## config.mk

```make
export PLATFORM = sky130hd
export DESIGN_NAME = circular_deque
export DESIGN_NICKNAME = d
export VERILOG_FILES = /design/src/hw/rtl/cdq_pkg.sv /design/src/hw/rtl/cdq_ctrl.sv /design/src/hw/rtl/cdq_datapath.sv /design/src/hw/rtl/circular_deque.sv
export SDC_FILE = /design/constraint.sdc
export NUM_CORES = 2
export LEC_CHECK = 0
export BUFFER_PORTS_ARGS = -buffer_cell sky130_fd_sc_hd__clkbuf_2
export CAP_MARGIN = 25
export CORE_MARGIN = 2
export CORE_UTILIZATION = 49
export DETAILED_ROUTE_END_ITERATION = 7
export GPL_ROUTABILITY_DRIVEN = 1
export PLACE_DENSITY = 0.64
export SLEW_MARGIN = 25
export SYNTH_ARGS = -nofsm -noshare
export SYNTH_HDL_FRONTEND = slang
export SYNTH_HIERARCHICAL = 1
export SYNTH_SLANG_ARGS = --single-unit
```

## constraint.sdc

```tcl
create_clock -name clk -period 14.4 [get_ports clk]
set_input_delay 1.44 -clock clk [delete_from_list [all_inputs] [get_ports clk]]
set_output_delay 1.44 -clock clk [all_outputs]
set_load 0.01 [all_outputs]
```

## src/hw/rtl/cdq_pkg.sv

```systemverilog
// Package with the sizes, codes, helper functions and interface types of the circular deque.
package cdq_pkg;

    localparam int DEPTH  = 64;
    localparam int ADDR_W = $clog2(DEPTH);
    localparam int DATA_W = 32;

    localparam logic [1:0] CMD_PUSH_REAR  = 2'd0;
    localparam logic [1:0] CMD_POP_REAR   = 2'd1;
    localparam logic [1:0] CMD_PUSH_FRONT = 2'd2;
    localparam logic [1:0] CMD_POP_FRONT  = 2'd3;

    localparam logic [1:0] ST_DONE  = 2'd0;
    localparam logic [1:0] ST_FULL  = 2'd1;
    localparam logic [1:0] ST_EMPTY = 2'd2;

    typedef logic [ADDR_W-1:0] addr_t;
    typedef logic signed [DATA_W-1:0] data_t;

    typedef struct packed {
        logic accept;
        logic exec;
    } cdq_cmd_t;

    typedef struct packed {
        logic out_free;
    } cdq_stat_t;

    function automatic addr_t next_pos(input addr_t p);
        if (p == addr_t'(DEPTH - 1)) begin
            return '0;
        end
        return p + addr_t'(1);
    endfunction

    function automatic addr_t prev_pos(input addr_t p);
        if (p == '0) begin
            return addr_t'(DEPTH - 1);
        end
        return p - addr_t'(1);
    endfunction

endpackage

```

## src/hw/rtl/cdq_ctrl.sv

```systemverilog
// Controller state machine that sequences the accept and execute steps of each item.
module cdq_ctrl (
    input  logic              clk,
    input  logic              rst_n,
    input  logic              in_valid,
    output logic              in_ready,
    input  cdq_pkg::cdq_stat_t stat,
    output cdq_pkg::cdq_cmd_t  ctl
);
    import cdq_pkg::*;

    localparam logic S_IDLE = 1'b0;
    localparam logic S_EXEC = 1'b1;

    logic state_reg;
    logic state_next;

    assign in_ready   = (state_reg == S_IDLE);
    assign ctl.accept = in_ready && in_valid;
    assign ctl.exec   = (state_reg == S_EXEC) && stat.out_free;

    always_comb
    begin
        state_next = state_reg;
        unique case (state_reg)
            S_IDLE:
            begin
                if (in_valid) begin
                    state_next = S_EXEC;
                end
            end
            S_EXEC:
            begin
                if (stat.out_free) begin
                    state_next = S_IDLE;
                end
            end
            default: state_next = S_IDLE;
        endcase
    end

    always_ff @(posedge clk or negedge rst_n)
    begin
        if (!rst_n) begin
            state_reg <= S_IDLE;
        end else begin
            state_reg <= state_next;
        end
    end

endmodule

```

## src/hw/rtl/cdq_datapath.sv

```systemverilog
// Datapath with the slot memory, the end pointers, the empty flag and the result register.
module cdq_datapath (
    input  logic               clk,
    input  logic               rst_n,
    input  cdq_pkg::cdq_cmd_t  ctl,
    output cdq_pkg::cdq_stat_t stat,
    input  logic [1:0]         cmd,
    input  cdq_pkg::data_t     push_value,
    output logic               out_valid,
    input  logic               out_ready,
    output cdq_pkg::data_t     pop_value,
    output logic [1:0]         status
);
    import cdq_pkg::*;

    data_t mem [DEPTH];

    addr_t      front_reg, front_next;
    addr_t      rear_reg, rear_next;
    logic       empty_reg, empty_next;
    logic       out_valid_reg;
    logic [1:0] cmd_reg;
    data_t      val_reg;
    data_t      rd_data_reg;
    data_t      pop_value_reg, pop_value_next;
    logic [1:0] status_reg, status_next;
    logic       mem_we;
    addr_t      mem_wa;
    addr_t      rd_addr;
    logic       full;

    assign stat.out_free = !out_valid_reg || out_ready;
    assign out_valid     = out_valid_reg;
    assign pop_value     = pop_value_reg;
    assign status        = status_reg;

    assign full    = !empty_reg && (front_reg == next_pos(rear_reg));
    assign rd_addr = (cmd == CMD_POP_REAR) ? rear_reg : front_reg;

    always_comb
    begin
        front_next     = front_reg;
        rear_next      = rear_reg;
        empty_next     = empty_reg;
        pop_value_next = '0;
        status_next    = ST_DONE;
        mem_we         = 1'b0;
        mem_wa         = '0;
        case (cmd_reg)
            CMD_PUSH_REAR, CMD_PUSH_FRONT:
            begin
                if (full) begin
                    status_next = ST_FULL;
                end else if (empty_reg) begin
                    empty_next = 1'b0;
                    front_next = '0;
                    rear_next  = '0;
                    mem_we     = 1'b1;
                    mem_wa     = '0;
                end else if (cmd_reg == CMD_PUSH_REAR) begin
                    rear_next = next_pos(rear_reg);
                    mem_we    = 1'b1;
                    mem_wa    = next_pos(rear_reg);
                end else begin
                    front_next = prev_pos(front_reg);
                    mem_we     = 1'b1;
                    mem_wa     = prev_pos(front_reg);
                end
            end
            default:
            begin
                if (empty_reg) begin
                    status_next = ST_EMPTY;
                end else begin
                    pop_value_next = rd_data_reg;
                    if (front_reg == rear_reg) begin
                        empty_next = 1'b1;
                        front_next = '0;
                        rear_next  = '0;
                    end else if (cmd_reg == CMD_POP_REAR) begin
                        rear_next = prev_pos(rear_reg);
                    end else begin
                        front_next = next_pos(front_reg);
                    end
                end
            end
        endcase
    end

    always_ff @(posedge clk)
    begin
        if (ctl.exec && mem_we) begin
            mem[mem_wa] <= val_reg;
        end
        if (ctl.accept) begin
            rd_data_reg <= mem[rd_addr];
            cmd_reg     <= cmd;
            val_reg     <= push_value;
        end
        if (ctl.exec) begin
            pop_value_reg <= pop_value_next;
            status_reg    <= status_next;
        end
    end

    always_ff @(posedge clk or negedge rst_n)
    begin
        if (!rst_n) begin
            front_reg     <= '0;
            rear_reg      <= '0;
            empty_reg     <= 1'b1;
            out_valid_reg <= 1'b0;
        end else begin
            if (ctl.exec) begin
                front_reg     <= front_next;
                rear_reg      <= rear_next;
                empty_reg     <= empty_next;
                out_valid_reg <= 1'b1;
            end else if (out_ready) begin
                out_valid_reg <= 1'b0;
            end
        end
    end

endmodule

```

## src/hw/rtl/circular_deque.sv

```systemverilog
// Top level of the circular deque: controller and datapath joined by command and status.
// Each item is taken in the idle state and executed once the output is free;
// its result is registered then, and no new item is taken until that one has executed.
// The slot memory read is registered at acceptance, ahead of the execute step.
// A result that waits at the output holds execution of the next item, not its acceptance.
// Asynchronous active-low reset empties the deque at once; no clearing pass is needed.
module circular_deque (
    input  logic           clk,
    input  logic           rst_n,
    input  logic           in_valid,
    output logic           in_ready,
    input  logic [1:0]     cmd,
    input  cdq_pkg::data_t push_value,
    output logic           out_valid,
    input  logic           out_ready,
    output cdq_pkg::data_t pop_value,
    output logic [1:0]     status
);
    import cdq_pkg::*;

    cdq_cmd_t  ctl;
    cdq_stat_t stat;

    cdq_ctrl u_ctrl (
        .clk      (clk),
        .rst_n    (rst_n),
        .in_valid (in_valid),
        .in_ready (in_ready),
        .stat     (stat),
        .ctl      (ctl)
    );

    cdq_datapath u_dp (
        .clk        (clk),
        .rst_n      (rst_n),
        .ctl        (ctl),
        .stat       (stat),
        .cmd        (cmd),
        .push_value (push_value),
        .out_valid  (out_valid),
        .out_ready  (out_ready),
        .pop_value  (pop_value),
        .status     (status)
    );

endmodule

```

== Word level (Yosys, flattened, before mapping) ==
Memory sizes are Yosys's and may differ from the RTL's. A register that Yosys moved wholly into a read port is not among the register bits.
Cells that the tools add are included.

* Bits in registers: 83
* RAM bits: 2048
* Input bits: 38
* Output and inout bits: 36
* Word-level logic and storage cells: 108
* Memories kept: 1

* Add/subtract/negate cells: 4
* Equality and inequality tests: 12
* Mux-type cells: 64
* Bitwise gates (word level): 1
* Reduce and logical (&&, ||, !) cells: 17

{| class="wikitable"
|+ Memories
! memory !! words !! width !! rd ports !! clocked after Yosys merged registers in !! write ports !! RTL line !! text
|-
| u_dp.mem || 64 || 32 || 1 || 1 || 1 || cdq_datapath.sv:16 || <nowiki>data_t mem [DEPTH];</nowiki>
|}

{| class="wikitable"
|+ Operator list
! kind !! count
|-
| $mux W6 || 28
|-
| $mux W1 || 33
|-
| $add A6 B1 Y6 const B || 2
|-
| $eq A6 B6 Y1 || 2
|-
| $eq A6 B6 Y1 const B || 2
|-
| $logic_not A6 Y1 || 2
|-
| $sub A6 B1 Y6 const B || 2
|-
| $reduce_and A5 Y1 || 2
|-
| $ne A3 B2 Y1 const B || 2
|-
| $eq A2 B1 Y1 const B || 2
|-
| $logic_and A1 B1 Y1 || 4
|-
| $mux W2 || 2
|-
| $ne A2 B2 Y1 const B || 2
|-
| $ne A3 B1 Y1 const B || 1
|-
| $reduce_bool A3 Y1 || 1
|-
| $reduce_or A3 Y1 || 1
|-
| $eq A2 B2 Y1 const B || 1
|-
| $logic_not A1 Y1 || 2
|-
| $logic_not A2 Y1 || 1
|-
| $pmux W1 S2 || 1
|-
| $reduce_and A2 Y1 || 1
|-
| $reduce_bool A2 Y1 || 1
|-
| $reduce_or A2 Y1 || 1
|-
| $logic_or A1 B1 Y1 || 1
|-
| $not A1 Y1 || 1
|}

== Longest topological paths before layout ==
* Word-level depth: 12
* Gate-level depth with buffers: 13
* Gate-level depth less buffers: 9

== Cells and area by module ==
Netlist, hierarchy kept.

{| class="wikitable"
|+ Modules (own cells, without submodules)
! module !! times used !! cells each !! area each (um^2) !! seq. area each (um^2)
|-
| cdq_datapath || 1 || 4935 || 83068.4 || 64853.4
|-
| cdq_ctrl || 1 || 6 || 53.8 || 25.0
|}

== Worst setup path after synthesis ==
Ideal clock, no wire load.

* Path kind: input -> register
* From: input out_ready
* To: memory u_dp/mem[11][0] in the netlist's numbering (enable)
* Library setup time: 0.502 ns
* Arrival: 5.727 ns
* Required time: 13.898 ns
* Setup slack: 8.171 ns
* Cell stages on the path: 6
* Buffers on the path: 1
* Path through: nand2b_1 > and2_4 > and2_1 > o211ai_1 > clkbuf_1 > nor4_1

{| class="wikitable"
|+ RTL lines
! element !! RTL line !! text
|-
| start: declaration || circular_deque.sv:15 || <nowiki>input logic out_ready,</nowiki>
|-
| end: declaration || cdq_datapath.sv:16 ||
|}

== Worst setup path in the final report ==
* From: input cmd[1]
* To: register u_dp.rd_data_reg[14] (read register of u_dp.mem) (data pin)

* Longest elaborated chain between the ends: 2

{| class="wikitable"
|+ RTL lines
! element !! RTL line !! text
|-
| start: declaration || circular_deque.sv:12 || <nowiki>input logic [1:0] cmd,</nowiki>
|-
| $eq A2 B1 Y1 || cdq_datapath.sv:38 || <nowiki>assign rd_addr = (cmd == CMD_POP_REAR) ? rear_reg : front_reg;</nowiki>
|-
| $mux W6 || cdq_datapath.sv:38 ||
|-
| end: declaration || cdq_datapath.sv:24 || <nowiki>data_t rd_data_reg;</nowiki>
|}

Every way passes these cells.
A chain may end at the register's enable or synchronous reset.

==> metrics.yaml <==
cts_setup_buffers: 0
largest_register: "u_dp/mem"
ys_seq_elements: 2163
ant_nets: 0
yosysSeqAreaShare: 0.781
cp-end-kind: "register"
clk_pin_slew_ns: 0.06
synth.avg_cell_area_um2: 16.8
drv_cap: 0
slew_violations: 0
start_kind: "primary input"
yosys_warnings: 6
worst_slew_pin_slew_ns: 1.11
crit_required_ns: 14.98
synth_fp_nets: 4985
synth_edf_count: 2148
gr-usage-all-layers: 0.259
postCtsHoldBufs: 0
status: "finished clean"
first_iter_violations: 6750
r2r_cells: 9
rsz0062_at_grt: "false"
grt_max_degree: 190
largest_reg_flops: 2048
coreArea_um2: 169000
die_area_um2: 173000
power_mw: 17.4
dpl.hpwl_mm: 108
ys_types: 65
start_util: 0.492
cp_cell_sequence: "clkbuf_2 -> nand2b_1 -> mux2i_4 -> buf_12 -> buf_12 -> buf_4 -> buf_4 -> mux2i_1 -> a222oi_1 -> a22o_1 -> or4_1"
r2r_start: "u_dp/rear_reg[0]$_DFFE_PN0P_"
vias_per_cell: 6.22
critPathMaxFanout: 100
grt_pass1_wl_mm: 321
crit_path_start: "cmd[1]"
dr_wl_met2_mm: 106
std_cell_rows: 151
slew_headroom: 0.260
wirelength_mm: 225
synth_area_leaders: "edfxtp_1 78%, mux4_2 6.9%, nand2_1 4.8%"
irDropWorstVdd_mv: 0.210
min_path_type: "reg2reg"
fill_cells: 13000
final_area_um2: 93200
cts-buffers-inserted: 206
crit_arrival_ns: 6.87
setup_violations: 0
num_vias: 46500
worstSkewPairLatency_ns: 0.85
antenna_found_initial: 4
die_h_um: 416
power_density_nw_per_um2: 186
synth_cells: 4941
syn_to_final_growth_pct: 12.1
critical_path_class: "in2reg"
critPathSlowestCell: "buf_4"
cts_sinks: 2163
r2r-end: "u_dp/rd_data_reg[14]$_DFFE_PP_"
synth_common_cells: "2148 x edfxtp_1, 1072 x nand2_1, 357 x nand3_1"
firstDrtPassIters: 8
nNetsFinal: 5122
synth.largest_area_cell: "edfxtp_1"
synth_most_common_cell: "edfxtp_1"
wl_met1_mm: 89.8
routed.top_layer: "met5"
first_global_vias: 44100
period_minus_slack_ns: 6.30
max_stage_delay_ns: 0.76
regArea_um2: 64900
die_w_um: 416
skew_ns: 0.0453
hold_violations: 0
fmax_mhz: 159
whs_ns: 0.511
multi_input_area_um2: 17400
post_dp_cell_area_um2: 86700
drc_errors: 0
crit_end: "u_dp/rd_data_reg[14]$_DFFE_PP_"
drive_gt1_frac: 0.163
post-route-period-util: 0.437
grt-ovfl-total: 0
p_leak_nw: 30.1
route.met3.wl_mm: 22.4
synth_area_um2: 83100
tns_ns: 0
htreeDepth: 4
async_flop_share: 0.00693
numPortBuffers: 73
globalplace.congestion: 0.881
cts.path.max_buffers: 3
cts_tree: "built"
ios: 74
yosys_most_used_dff: "edfxtp_1"
cts_resized: 0
synth_top_area_share: 0.776
wl_per_cell_um: 30.1
rrSetupSlack_ns: 9.06
cts-root-buf: "clkbuf_16"
cell usage in the layout, fill, tap and decap left out, types with 5 or more instances in the layout:
cell type | Yosys | routed
clkbuf_16 | 0 | 211
a22oi_1 | 102 | 102
a31oi_1 | 144 | 144
nand3_1 | 357 | 357
bufinv_16 | 0 | 14
a22o_1 | 22 | 22
nand2_1 | 1072 | 1071
o21ai_0 | 19 | 18
clkbuf_2 | 0 | 73
a21oi_1 | 19 | 18
nand4_1 | 140 | 140
dfrtp_1 | 14 | 14
nor2_1 | 66 | 31
nor3_2 | 0 | 27
clkinv_1 | 0 | 50
a32o_1 | 11 | 11
buf_4 | 15 | 141
inv_1 | 15 | 15
nor2b_1 | 11 | 8
or4_1 | 11 | 11
clkbuf_1 | 157 | 43
diode_2 | 0 | 5
clkinv_2 | 0 | 41
a221oi_1 | 16 | 16
edfxtp_1 | 2148 | 2148
xnor2_1 | 9 | 9
ha_1 | 6 | 6
nor2_4 | 0 | 35
or2_2 | 6 | 6
and3_1 | 36 | 36
or3_1 | 15 | 15
mux2i_1 | 27 | 26
nor3_1 | 36 | 7
and4_1 | 11 | 11
o31ai_1 | 8 | 5
buf_12 | 0 | 8
mux4_2 | 256 | 256
layout make-up:
class | instances | area share
Tap cell | 2218 | 0.0298
Clock buffer | 254 | 0.0584
Antenna cell | 5 | 0.000134
Multi-Input combinational cell | 2469 | 0.187
Timing Repair Buffer | 223 | 0.0172
Inverter | 15 | 0.000604
Sequential cell | 2163 | 0.696
Clock inverter | 119 | 0.0108
critical path: cells and delay by family:
kind | cells | cell delay (ns)
buf+inv | 5 | 2.73
compound gates | 2 | 0.48
simple gates | 2 | 1.20
mux | 2 | 0.72
worst min path at each step:
| stage | depth (start not counted) | startpoint | slack (ns) | endpoint |
|---|---|---|---|---|
| finish | 2 | u_dp/out_valid$_DFFE_PN0P_ | 0.51 | u_dp/out_valid$_DFFE_PN0P_ |
| floorplan | 2 | u_ctrl/state_reg$_DFF_PN0_ | 0.50 | u_ctrl/state_reg$_DFF_PN0_ |
| global route | 1 | rst_n | 0.53 | u_dp/front_reg[5]$_DFFE_PN0P_ |
| global placement | 2 | u_dp/out_valid$_DFFE_PN0P_ | 0.50 | u_dp/out_valid$_DFFE_PN0P_ |
| CTS | 1 | rst_n | 0.48 | u_dp/front_reg[5]$_DFFE_PN0P_ |
| detailed placement | 2 | u_dp/out_valid$_DFFE_PN0P_ | 0.50 | u_dp/out_valid$_DFFE_PN0P_ |
report_power, final:
part	leakage (nW)	total [mW]	internal, mW	switching (mW)
clock	3.16	5.24	2.93	2.31
sequential	19.5	7.63	7.46	0.167
combinational	7.42	4.50	1.43	3.08
total	30.1	17.4	11.8	5.55
per-layer routing:
layer / vias up / GRT usage
li1: 19600 / -
met1: 24000 / 0.372
met2: 2481 / 0.406
met3: 353 / 0.0474
met4: 4 / 0.0775
met5: - / 0
kinds of logic after synthesis:
logic type	Yosys count	synth area share
fa+ha+maj	6	0.000903
compound gates	373	0.0318
xor+xnor	12	0.00126
flops	2163	0.781
mux	286	0.0730
simple gates	1792	0.0956
buf+inv	309	0.0169
through the flow:
step | setup slack, ns | utilization | instances
after floorplan | 8.17 | - | 4941
after global placement | 7.37 | 0.513 | 7087
after detailed placement | 7.30 | 0.513 | 7087
after CTS | 8.22 | 0.552 | 7460
after global routing | 7.82 | 0.552 | 7462
final | 8.10 | 0.552 | 7466
(Power assumes the default switching activity.)
